[config.mk]
export PLATFORM = sky130hd
export DESIGN_NAME = keycode_to_ascii_translator_core
export DESIGN_NICKNAME = d
export VERILOG_FILES = /design/src/rtl/kta_pkg.sv /design/src/rtl/kta_xlate.sv /design/src/rtl/keycode_to_ascii_translator_core.sv
export SDC_FILE = /design/constraint.sdc
export NUM_CORES = 1
export LEC_CHECK = 0
export BUFFER_PORTS_ARGS = -buffer_cell sky130_fd_sc_hd__buf_2
export CAP_MARGIN = 20
export CORE_ASPECT_RATIO = 0.75
export CORE_MARGIN = 3
export CORE_UTILIZATION = 35
export DETAILED_ROUTE_END_ITERATION = 10
export GPL_TIMING_DRIVEN = 1
export HOLD_SLACK_MARGIN = 0.03
export PLACE_DENSITY = 0.69
export SYNTH_ARGS = -nofsm -noshare
export SYNTH_HDL_FRONTEND = slang
export SYNTH_SLANG_ARGS = --single-unit
[constraint.sdc]
create_clock -name clk -period 2.7 [get_ports clk]
set_input_delay 0.405 -clock clk [delete_from_list [all_inputs] [get_ports clk]]
set_output_delay 0.405 -clock clk [all_outputs]
set_load 0.02 [all_outputs]
[src/rtl/kta_pkg.sv]
// ----------------------------------------------------------------------------
// kta_pkg
// Shared types, key codes and character tables for the key code translator.
// ----------------------------------------------------------------------------
package kta_pkg;

  localparam int unsigned CodeW = 10;
  localparam int unsigned ValW  = 2;
  localparam int unsigned ModW  = 4;
  localparam int unsigned CharW = 8;
  localparam int unsigned TableLen = 58;

  // modifier bit positions
  localparam int unsigned ModShift = 0;
  localparam int unsigned ModCtrl  = 1;
  localparam int unsigned ModAlt   = 2;
  localparam int unsigned ModCaps  = 3;

  // event values
  localparam logic [ValW-1:0] ValRelease = 2'd0;
  localparam logic [ValW-1:0] ValPress   = 2'd1;

  // key codes
  localparam logic [CodeW-1:0] KcEsc    = 10'd1;
  localparam logic [CodeW-1:0] Kc6      = 10'd7;
  localparam logic [CodeW-1:0] KcMinus  = 10'd12;
  localparam logic [CodeW-1:0] KcTab    = 10'd15;
  localparam logic [CodeW-1:0] KcLbrace = 10'd26;
  localparam logic [CodeW-1:0] KcRbrace = 10'd27;
  localparam logic [CodeW-1:0] KcLctrl  = 10'd29;
  localparam logic [CodeW-1:0] KcLshift = 10'd42;
  localparam logic [CodeW-1:0] KcBslash = 10'd43;
  localparam logic [CodeW-1:0] KcRshift = 10'd54;
  localparam logic [CodeW-1:0] KcLalt   = 10'd56;
  localparam logic [CodeW-1:0] KcSpace  = 10'd57;
  localparam logic [CodeW-1:0] KcCaps   = 10'd58;
  localparam logic [CodeW-1:0] KcRctrl  = 10'd97;
  localparam logic [CodeW-1:0] KcRalt   = 10'd100;
  localparam logic [CodeW-1:0] KcUp     = 10'd103;
  localparam logic [CodeW-1:0] KcLeft   = 10'd105;
  localparam logic [CodeW-1:0] KcRight  = 10'd106;
  localparam logic [CodeW-1:0] KcDown   = 10'd108;

  // control characters
  localparam logic [CharW-1:0] ChNone = 8'd0;
  localparam logic [CharW-1:0] ChEsc  = 8'd27;
  localparam logic [CharW-1:0] ChFs   = 8'd28;
  localparam logic [CharW-1:0] ChGs   = 8'd29;
  localparam logic [CharW-1:0] ChRs   = 8'd30;
  localparam logic [CharW-1:0] ChUs   = 8'd31;
  localparam logic [CharW-1:0] ChBs   = 8'd8;
  localparam logic [CharW-1:0] ChTab  = 8'd9;
  localparam logic [CharW-1:0] ChLf   = 8'd10;
  localparam logic [CharW-1:0] ChLowA = 8'h61;
  localparam logic [CharW-1:0] ChLowZ = 8'h7A;
  localparam logic [CharW-1:0] ChCtrlBase = 8'h60;

  // register indexes
  localparam logic [1:0] RegUp    = 2'd0;
  localparam logic [1:0] RegDown  = 2'd1;
  localparam logic [1:0] RegLeft  = 2'd2;
  localparam logic [1:0] RegRight = 2'd3;

  typedef struct packed {
    logic [CharW-1:0] up;
    logic [CharW-1:0] down;
    logic [CharW-1:0] left;
    logic [CharW-1:0] right;
  } arrow_codes_t;

  typedef struct packed {
    logic [ModW-1:0]  mods;
    logic [CharW-1:0] ch;
    logic             sw;
  } xlate_res_t;

  function automatic logic [CharW-1:0] plain_char(input logic [5:0] idx);
    logic [CharW-1:0] c;
    case (idx)
      6'd1:  c = ChEsc;
      6'd2:  c = "1";
      6'd3:  c = "2";
      6'd4:  c = "3";
      6'd5:  c = "4";
      6'd6:  c = "5";
      6'd7:  c = "6";
      6'd8:  c = "7";
      6'd9:  c = "8";
      6'd10: c = "9";
      6'd11: c = "0";
      6'd12: c = "-";
      6'd13: c = "=";
      6'd14: c = ChBs;
      6'd15: c = ChTab;
      6'd16: c = "q";
      6'd17: c = "w";
      6'd18: c = "e";
      6'd19: c = "r";
      6'd20: c = "t";
      6'd21: c = "y";
      6'd22: c = "u";
      6'd23: c = "i";
      6'd24: c = "o";
      6'd25: c = "p";
      6'd26: c = "[";
      6'd27: c = "]";
      6'd28: c = ChLf;
      6'd30: c = "a";
      6'd31: c = "s";
      6'd32: c = "d";
      6'd33: c = "f";
      6'd34: c = "g";
      6'd35: c = "h";
      6'd36: c = "j";
      6'd37: c = "k";
      6'd38: c = "l";
      6'd39: c = ";";
      6'd40: c = 8'h27;
      6'd41: c = 8'h60;
      6'd43: c = 8'h5C;
      6'd44: c = "z";
      6'd45: c = "x";
      6'd46: c = "c";
      6'd47: c = "v";
      6'd48: c = "b";
      6'd49: c = "n";
      6'd50: c = "m";
      6'd51: c = ",";
      6'd52: c = ".";
      6'd53: c = "/";
      6'd57: c = " ";
      default: c = ChNone;
    endcase
    return c;
  endfunction

  function automatic logic [CharW-1:0] shift_char(input logic [5:0] idx);
    logic [CharW-1:0] c;
    case (idx)
      6'd2:  c = "!";
      6'd3:  c = "@";
      6'd4:  c = "#";
      6'd5:  c = "$";
      6'd6:  c = "%";
      6'd7:  c = "^";
      6'd8:  c = "&";
      6'd9:  c = "*";
      6'd10: c = "(";
      6'd11: c = ")";
      6'd12: c = "_";
      6'd13: c = "+";
      6'd16: c = "Q";
      6'd17: c = "W";
      6'd18: c = "E";
      6'd19: c = "R";
      6'd20: c = "T";
      6'd21: c = "Y";
      6'd22: c = "U";
      6'd23: c = "I";
      6'd24: c = "O";
      6'd25: c = "P";
      6'd26: c = "{";
      6'd27: c = "}";
      6'd30: c = "A";
      6'd31: c = "S";
      6'd32: c = "D";
      6'd33: c = "F";
      6'd34: c = "G";
      6'd35: c = "H";
      6'd36: c = "J";
      6'd37: c = "K";
      6'd38: c = "L";
      6'd39: c = ":";
      6'd40: c = 8'h22;
      6'd41: c = "~";
      6'd43: c = "|";
      6'd44: c = "Z";
      6'd45: c = "X";
      6'd46: c = "C";
      6'd47: c = "V";
      6'd48: c = "B";
      6'd49: c = "N";
      6'd50: c = "M";
      6'd51: c = "<";
      6'd52: c = ">";
      6'd53: c = "?";
      default: c = plain_char(idx);
    endcase
    return c;
  endfunction

endpackage

[src/rtl/kta_xlate.sv]
// ----------------------------------------------------------------------------
// kta_xlate
// Modifier update and key code to character translation for one event.
// ----------------------------------------------------------------------------
module kta_xlate import kta_pkg::*; (
  input  logic [CodeW-1:0] code,
  input  logic [ValW-1:0]  value,
  input  logic [ModW-1:0]  mods_cur,
  input  arrow_codes_t     arrows,
  output xlate_res_t       res
);

  logic [ModW-1:0]  mods_next;
  logic [CharW-1:0] base;
  logic [CharW-1:0] shifted;
  logic [CharW-1:0] ch;
  logic             shift, ctrl, caps, alt_tab;

  always_comb begin
    mods_next = mods_cur;
    if (code == KcLshift || code == KcRshift) begin
      mods_next[ModShift] = (value != ValRelease);
    end else if (code == KcLctrl || code == KcRctrl) begin
      mods_next[ModCtrl] = (value != ValRelease);
    end else if (code == KcLalt || code == KcRalt) begin
      mods_next[ModAlt] = (value != ValRelease);
    end else if (code == KcCaps && value == ValPress) begin
      mods_next[ModCaps] = ~mods_cur[ModCaps];
    end
  end

  assign shift   = mods_next[ModShift];
  assign ctrl    = mods_next[ModCtrl];
  assign caps    = mods_next[ModCaps];
  assign base    = plain_char(code[5:0]);
  assign shifted = shift_char(code[5:0]);
  assign alt_tab = (code == KcTab) && (value == ValPress) && mods_next[ModAlt];

  always_comb begin
    ch = ChNone;
    if (value == ValRelease || alt_tab) begin
      ch = ChNone;
    end else if (code == KcUp) begin
      ch = arrows.up;
    end else if (code == KcDown) begin
      ch = arrows.down;
    end else if (code == KcLeft) begin
      ch = arrows.left;
    end else if (code == KcRight) begin
      ch = arrows.right;
    end else if (code >= CodeW'(TableLen)) begin
      ch = ChNone;
    end else if (base inside {[ChLowA:ChLowZ]}) begin
      if (ctrl) ch = base - ChCtrlBase;
      else ch = (shift != caps) ? shifted : base;
    end else if (ctrl && code == KcSpace) begin
      ch = ChNone;
    end else if (ctrl && code == Kc6) begin
      ch = ChRs;
    end else if (ctrl && code == KcMinus) begin
      ch = ChUs;
    end else if (ctrl && code == KcLbrace) begin
      ch = ChEsc;
    end else if (ctrl && code == KcRbrace) begin
      ch = ChGs;
    end else if (ctrl && code == KcBslash) begin
      ch = ChFs;
    end else begin
      ch = shift ? shifted : base;
    end
  end

  assign res.mods = mods_next;
  assign res.ch   = ch;
  assign res.sw   = alt_tab;

endmodule

[src/rtl/keycode_to_ascii_translator_core.sv]
// ----------------------------------------------------------------------------
// keycode_to_ascii_translator_core
// Key event to character translator with modifier tracking.
// ----------------------------------------------------------------------------
// Usage:
//   Input channel (in_valid/in_ready) carries one key event: key_code and
//   key_value (0 release, 1 press, 2 repeat). Output channel
//   (out_valid/out_ready) returns exactly one transaction per event: the
//   echoed code and value, the modifiers after the update, the character
//   and the window-switch flag.
//   The event is registered on input, translated, and registered again
//   on output. Throughput is one event per cycle while out_ready is high.
//   The modifier register updates as an event moves into the output
//   register, so events see modifiers in arrival order.
//   When the receiver stalls, the output register holds and the input
//   register fills; in_ready drops only once both are full.
//   Reset clears both stages and the modifiers, and loads the arrow
//   registers with 128, 129, 130 and 131. Arrow registers sit on the APB
//   port at byte offsets 0, 4, 8, 12; write them only while idle.
// ----------------------------------------------------------------------------
module keycode_to_ascii_translator_core import kta_pkg::*; (
  input  logic             clk,
  input  logic             rst,
  input  logic             in_valid,
  output logic             in_ready,
  input  logic [CodeW-1:0] key_code,
  input  logic [ValW-1:0]  key_value,
  output logic             out_valid,
  input  logic             out_ready,
  output logic [CodeW-1:0] code_echo,
  output logic [ValW-1:0]  value_echo,
  output logic [ModW-1:0]  modifier_bits,
  output logic [CharW-1:0] char_out,
  output logic             window_switch,
  input  logic             psel,
  input  logic             penable,
  input  logic             pwrite,
  input  logic [3:0]       paddr,
  input  logic [31:0]      pwdata,
  output logic [31:0]      prdata,
  output logic             pready
);

  logic             s1_valid;
  logic [CodeW-1:0] s1_code;
  logic [ValW-1:0]  s1_value;
  logic [ModW-1:0]  mods;
  arrow_codes_t     arrows;
  xlate_res_t       res;
  logic             advance;
  logic             s1_move;
  logic [1:0]       reg_idx;
  logic [CharW-1:0] rd_byte;

  assign advance  = !out_valid || out_ready;
  assign s1_move  = s1_valid && advance;
  assign in_ready = !s1_valid || advance;

  always_ff @(posedge clk) begin
    if (rst) begin
      s1_valid <= 1'b0;
    end else if (in_ready) begin
      s1_valid <= in_valid;
    end
  end

  always_ff @(posedge clk) begin
    if (in_valid && in_ready) begin
      s1_code  <= key_code;
      s1_value <= key_value;
    end
  end

  kta_xlate u_xlate (
    .code     (s1_code),
    .value    (s1_value),
    .mods_cur (mods),
    .arrows   (arrows),
    .res      (res)
  );

  always_ff @(posedge clk) begin
    if (rst) begin
      out_valid <= 1'b0;
      mods      <= '0;
    end else begin
      if (advance) out_valid <= s1_valid;
      if (s1_move) mods <= res.mods;
    end
  end

  always_ff @(posedge clk) begin
    if (s1_move) begin
      code_echo     <= s1_code;
      value_echo    <= s1_value;
      modifier_bits <= res.mods;
      char_out      <= res.ch;
      window_switch <= res.sw;
    end
  end

  // configuration
  assign reg_idx = paddr[3:2];
  assign pready  = 1'b1;

  always_ff @(posedge clk) begin
    if (rst) begin
      arrows.up    <= 8'd128;
      arrows.down  <= 8'd129;
      arrows.left  <= 8'd130;
      arrows.right <= 8'd131;
    end else if (psel && penable && pwrite) begin
      case (reg_idx)
        RegUp:    arrows.up    <= pwdata[CharW-1:0];
        RegDown:  arrows.down  <= pwdata[CharW-1:0];
        RegLeft:  arrows.left  <= pwdata[CharW-1:0];
        RegRight: arrows.right <= pwdata[CharW-1:0];
        default:  ;
      endcase
    end
  end

  always_comb begin
    case (reg_idx)
      RegUp:    rd_byte = arrows.up;
      RegDown:  rd_byte = arrows.down;
      RegLeft:  rd_byte = arrows.left;
      RegRight: rd_byte = arrows.right;
      default:  rd_byte = ChNone;
    endcase
  end

  assign prdata = {24'd0, rd_byte};

endmodule

* Yosys cells after proc, flatten, opt, wreduce, memory -nomap -nowiden *
Memory sizes are Yosys's and may differ from the RTL's. A register that Yosys moved wholly into a read port is not among the register bits.
Cells that the tools add are included.

word-level totals
  bits of input ports = 55
  memories kept = 2
  memory bits (read-only) = 896
  memory bits (writable) = 0
  latch bits = 0
  flip-flop bits (word level) = 75

memory list
  name             words  bits a word  read ports  clocked after memory_dff  wr ports  RTL line       RTL
  (no name shown)  64     7            1           1                         0         kta_pkg.sv:79  case (idx)
  (no name shown)  64     7            1           1                         0         kta_pkg.sv:79

cells by class
  multiply operators = 0
  $add $sub $neg = 1
  reductions and logical operators = 29
  divide/modulo/power cells = 0
  magnitude comparators = 3
  muxes and demuxes = 26
  equal/unequal tests = 70
  bitwise logic cells = 1
  shifts and indexed selects = 0

operator list
  cell                   count
  $pmux W8 S47           1
  $eq A6 B6 Y1 const B   21
  $mux W8                15
  $eq A6 B5 Y1 const B   14
  $eq A10 B6 Y1 const B  6
  $eq A10 B7 Y1 const B  6
  $eq A6 B4 Y1 const B   6
  $pmux W8 S4            1
  $eq A10 B5 Y1 const B  3
  $eq A6 B3 Y1 const B   4
  $eq A10 B4 Y1 const B  2
  $logic_and A1 B1 Y1    14
  $eq A6 B2 Y1 const B   2
  $mux W6                2
  $eq A10 B3 Y1 const B  1
  $ge A10 B6 Y1 const B  1
  $ge A8 B7 Y1 const B   1
  $le A8 B7 Y1 const B   1
  $reduce_and A2 Y1      4
  $sub A8 B7 Y8 const B  1
  $logic_or A1 B1 Y1     6
  $mux W1                5
  $eq A2 B1 Y1 const B   2
  $eq A2 B2 Y1 const B   2
  other kinds (7)        9

* Depth between registers and ports, before layout *
  word-level depth = 19
  gate-level depth with buffers = 12

* Cells and area by module *
A second synthesis with hierarchy kept.

unflattened totals
  cells, all modules = 650
  area total of the unflattened synthesis = 5769.3 µm²

by module, submodules not included
  module                            cells each  times used  area each (µm²)
  keycode_to_ascii_translator_core  229         1           3044.2
  kta_xlate                         421         1           2725.1

* Worst setup path before layout *
Ideal clock, no wire load.

  path type = reg2reg
  start = register out_valid
  end = register, netlist name u_xlate.base[0]
  path buffers = 1
  stages on the path, launching flop included = 11
  required time = 2.617 ns
  arrival = 2.928 ns
  clock period less this slack = 3.011 ns
  slack = -0.311 ns
  path through = dfxtp_1 nand3b_1 nand2_1 mux2i_1 clkbuf_1 inv_1 ha_1 mux4_2 nor2_1 a31oi_1 o221ai_1

between the ends
  longest elaborated chain between the ends = 5

RTL lines
  item                      RTL line                                RTL
  start: declaration        keycode_to_ascii_translator_core.sv:28  output logic out_valid,
  start signal: assignment  keycode_to_ascii_translator_core.sv:87  if (advance) out_valid <= s1_valid;
  $logic_not A1 Y1          keycode_to_ascii_translator_core.sv:55  assign advance = !out_valid || out_ready;
  $logic_or A1 B1 Y1        keycode_to_ascii_translator_core.sv:55
  $logic_or A1 B1 Y1        keycode_to_ascii_translator_core.sv:57  assign in_ready = !s1_valid || advance;
  named net in_ready        keycode_to_ascii_translator_core.sv:25  output logic in_ready,
  $logic_and A1 B1 Y1       keycode_to_ascii_translator_core.sv:68  if (in_valid && in_ready) begin
  $mux W6 (no line)         -

The timed path passes the listed nets, and every way through them passes these cells.
A chain may end at the register's enable or synchronous reset.

* Worst setup path after layout *
  start = register s1_code[9]
  end = register char_out[2], data pin

between the ends
  longest elaborated chain between the ends = 17

RTL lines
  item                                            RTL line                                RTL
  start: declaration                              keycode_to_ascii_translator_core.sv:45  logic [CodeW-1:0] s1_code;
  start signal: assignment                        keycode_to_ascii_translator_core.sv:69  s1_code <= key_code;
  $eq A10 B5 Y1 or $eq A10 B7 Y1 (tied branches)  kta_xlate.sv:23                         end else if (code == KcLctrl || code == KcRctrl) begin
  $logic_or A1 B1 Y1                              kta_xlate.sv:23
  $mux W1                                         kta_xlate.sv:23
  $mux W3                                         kta_xlate.sv:21                         if (code == KcLshift || code == KcRshift) begin
  $logic_and A1 B1 Y1                             kta_xlate.sv:66                         end else if (ctrl && code == KcBslash) begin
  $mux W8                                         kta_xlate.sv:66
  $mux W8                                         kta_xlate.sv:64                         end else if (ctrl && code == KcRbrace) begin
  $mux W8                                         kta_xlate.sv:62                         end else if (ctrl && code == KcLbrace) begin
  $mux W8                                         kta_xlate.sv:60                         end else if (ctrl && code == KcMinus) begin
  $mux W8                                         kta_xlate.sv:58                         end else if (ctrl && code == Kc6) begin
  $mux W8                                         kta_xlate.sv:56                         end else if (ctrl && code == KcSpace) begin
  $mux W8                                         kta_xlate.sv:53                         end else if (base inside {[ChLowA:ChLowZ]}) begin
  $mux W8                                         kta_xlate.sv:51                         end else if (code >= CodeW'(TableLen)) begin
  $mux W8                                         kta_xlate.sv:49                         end else if (code == KcRight) begin
  $mux W8                                         kta_xlate.sv:47                         end else if (code == KcLeft) begin
  $mux W8                                         kta_xlate.sv:45                         end else if (code == KcDown) begin
  $mux W8                                         kta_xlate.sv:43                         end else if (code == KcUp) begin
  end signal: assignment                          keycode_to_ascii_translator_core.sv:97  char_out <= res.ch;
  end: declaration                                keycode_to_ascii_translator_core.sv:33  output logic [CharW-1:0] char_out,

Parallel ways exist; a longest one is shown, timed or not.

==> metrics.md <==
| Metric | Value |
|---|---|
| Cts hold-fix bufs | 0 |
| P_sw | 971.1 µW |
| Part of the Yosys area used for sequential elements | 35.06% |
| Mapped cell area | 5738 µm² |
| Cell Area, Placed | 6665 µm² |
| Share of cells above drive strength 1 | 28.55% |
| Core Util, Final | 46.03% |
| Placer Congestion | 0.9486 |
| Slew @ Worst Pin | 714.3 ps |
| GR met1 Demand/Resource | 28.96% |
| CTS buffer count | 9 |
| Relative slew slack | 52.38% |
| Failing checks | negative setup slack |
| Post-layout minimum cycle time | 2777 ps |
| Post-synthesis adder-cell area fraction | 2.617% |
| FF/Latch Area | 2012 µm² |
| Die Height | 116.9 µm |
| Vias per inst | 5.565 |
| Dominant synthesized flop cell | dfxtp_1 |
| Antenna diode instance count | 0 |
| Total GRT Usage | 18.76% |
| Yosys warns | 0 |
| Grt ovf | 0 |
| Logic gate share of total power | 21.9% |
| Multi-input logic area | 3531 µm² |
| Area grow syn2layout | 25.25% |
| Status | finished, violations left |
| Nets | 836 |
| Leading cell type in the layout, fill and taps excluded | buf_4 |
| Grt met2 use | 27.24% |
| Startpoint Class | register |
| Largest net degree at the start of global routing | 39 |
| Setup TNS | -190.3 ps |
| CP Class | reg2reg |
| Antenna viol nets, final | 0 |
| Max-cap viol count | 0 |
| Clk_lat worst skew | 340 ps |
| Synth Area in Compound Gates | 20.87% |
| Largest family of logic cells by synthesized area | simple AND/OR/NAND/NOR gates |
| Max-slew violations | 0 |
| Overall Power | 3.339 mW |
| Rows | 39 |
| Htree depth | 3 |
| Final wirelength | 17040 µm |
| Mux contribution to synthesized area | 10.73% |
| Clock transition at path regs | 60 ps |
| Most frequent cells in the layout | 83 x buf_4, 71 x nor2_1, 63 x buf_2, 45 x dfxtp_1 |
| Number of flops mapped to enable cells by yosys | 37 |
| Avg Inst Size Synth | 8.814 µm² |
| WP data arrival | 2860 ps |
| Die ar. | 17980 µm² |
| Sw Ratio | 29.08% |
| Critical Path End Type | register |
| Initial antenna violation count | 2 |
| Worst path required time | 2780 ps |
| Pre-antenna DRT Iters | 7 |
| CTS tree | done |
| Grt peak-use layer | met1 |
| Critical path origin | s1_code[9]$_DFFE_PP_ |
| Ports | 115 |
| Endpoints failing hold | 0 |
| Fill count | 1523 |
| Slowest-stage cell, CP | or4_4 |
| Distinct cells, synth | 81 |
| Simple-gate portion of the synthesized area | 21.94% |
| Hold crit path type | in2reg |
| Dpl hpwl | 12810 µm |
| XOR/XNOR share of the synthesized area | 0.7414% |
| Fmax | 0.3601 GHz |
| Clock Power Share | 35.7% |
| First-pass GRT wire length | 27150 µm |
| Hold path start | key_code[7] |
| Max VDD drop | 0.2760 mV |
| RSZ-0062 raised after global routing | yes |
| CTS max path bufs | 2 |
| Number of port buffers | 63 |
| Top Family by Delay on Critical Path | compound AO/OA/AOI/OAI gates |
| Iteration-0 DRC Markers | 602 |
| Final WS setup | -77.04 ps |
| Internal reg-to-reg setup slack | -80 ps |
| Drt drc | 0 |
| Post-layout instance area | 7187 µm² |
| PD cells | 464.6 nW/µm² |
| Reg-to-reg critical path startpoint | s1_code[9]$_DFFE_PP_ |
| Synth async-reset ratio | 0% |
| Die X-Extent | 153.9 µm |
| Critical path, cell by cell | or4_4 -> a2111oi_4 -> mux2i_2 -> inv_4 -> buf_12 -> a31o_1 -> o211a_1 -> o31a_1 |
| Setup violators final | 5 |
| CTS root buf | clkbuf_16 |
| WP buf/inv | 2 |
| Clk_skew | 5.811 ps |
| TritonCTS Sinks | 82 |
| CP max stage delay | 550 ps |
| GRT met3 Usage | 3.455% |
| Proportion of power drawn by flip-flops and latches | 42.4% |
| Cell count after synthesis | 651 |
| Int Pwr | 2.368 mW |
| Final period utilization | 102.9% |
| WL/cell | 17.40 µm |
| CP Max Fanout | 4 |
| Worst-case hold slack | 241.7 ps |
| Starting Density | 36.75% |
| Vias in the first global route | 4980 |
| Core area | 15620 µm² |
| Leakage Power | 2.903 nW |
| Post-synthesis register bit count | 82 |
| Via Count | 5448 |
final cells by class:
cell class                 count  area share, %
sequential                    82          27.99
tap                          205          3.569
clock inverter                 5         0.7312
inverter                      20          1.079
timing repair buffer         152          14.24
clock buffer                  11          3.256
multi-input combinational    504          49.13
registers in the layout, summed over array words and instances (netlist names), 2 cells and up:
name           flops
char_out           8
mods               4
modifier_bits      4
s1_code           10
u_xlate.base       7
s1_value           2
arrows            32
code_echo         10
value_echo         2
synthesized netlist by cell type (11+ instances only):
| master | n | area (µm²) |
|---|---|---|
| nor2b_1 | 15 | 93.84 |
| inv_1 | 17 | 63.81 |
| ha_1 | 12 | 150.1 |
| mux2i_1 | 32 | 320.3 |
| clkbuf_1 | 32 | 120.1 |
| nor3_1 | 22 | 110.1 |
| o211ai_1 | 12 | 90.09 |
| buf_4 | 27 | 202.7 |
| dfxtp_1 | 45 | 900.9 |
| nor2_1 | 71 | 266.5 |
| a31oi_1 | 11 | 68.82 |
| edfxtp_1 | 37 | 1111 |
| nand2b_1 | 16 | 100.1 |
| nand3_1 | 16 | 80.08 |
| o21ai_0 | 35 | 175.2 |
| nand2_1 | 35 | 131.4 |
| a21oi_1 | 39 | 195.2 |
layer usage:
| layer | vias up | wire, µm |
|---|---|---|
| met5 | - | 14 |
| met4 | 4 | 109 |
| met3 | 14 | 1415 |
| met2 | 228 | 7234 |
| met1 | 2579 | 8261 |
| li1 | 2623 | - |
through the flow:
step	worst slack [ps]	cells
2_1_floorplan	-109.0	674
3_3_place_gp	-97.83	954
3_5_place_dp	-155.4	954
4_1_cts	-121.5	977
5_1_grt	-173.5	979
6_report	-77.04	979
power by group through the flow:
stage	Clock (mW)	Combinational, mW	Sequential (mW)
6_report	1.19	0.730	1.42
5_1_grt	1.27	0.800	1.42
4_1_cts	1.22	0.703	1.41
3_5_place_dp	0	0.693	1.44
3_3_place_gp	0	0.692	1.44
2_1_floorplan	0	0.466	1.44
path summary, 6_finish.rpt:
path	to	cells after the start
hold / removal	s1_code[7]$_DFFE_PP_	1
setup reg to reg	char_out[2]$_SDFFCE_PP0P_	8
hold reg to reg	out_valid$_SDFFE_PP0P_	2
setup / recovery	char_out[2]$_SDFFCE_PP0P_	8
repair_timing:
item / in CTS / in global routing
setup buffers: 6 / 6
gates resized for setup: 7 / 25
gates cloned: 1 / 0
endpoints found under the setup margin: 8 / 9
pin swaps: 4 / 10
kinds of logic (layout without fill, tap and decap cells):
group	count (synthesis)	after routing
muxes	48	49
other	2	25
buffers and inverters	89	188
xor gates and xnor gates	4	4
adders and majority gates	12	12
and+or+nand+nor	240	240
AOI/OAI and AO/OA	174	174
DFF	82	82
Power figures use the tool's default switching activity.
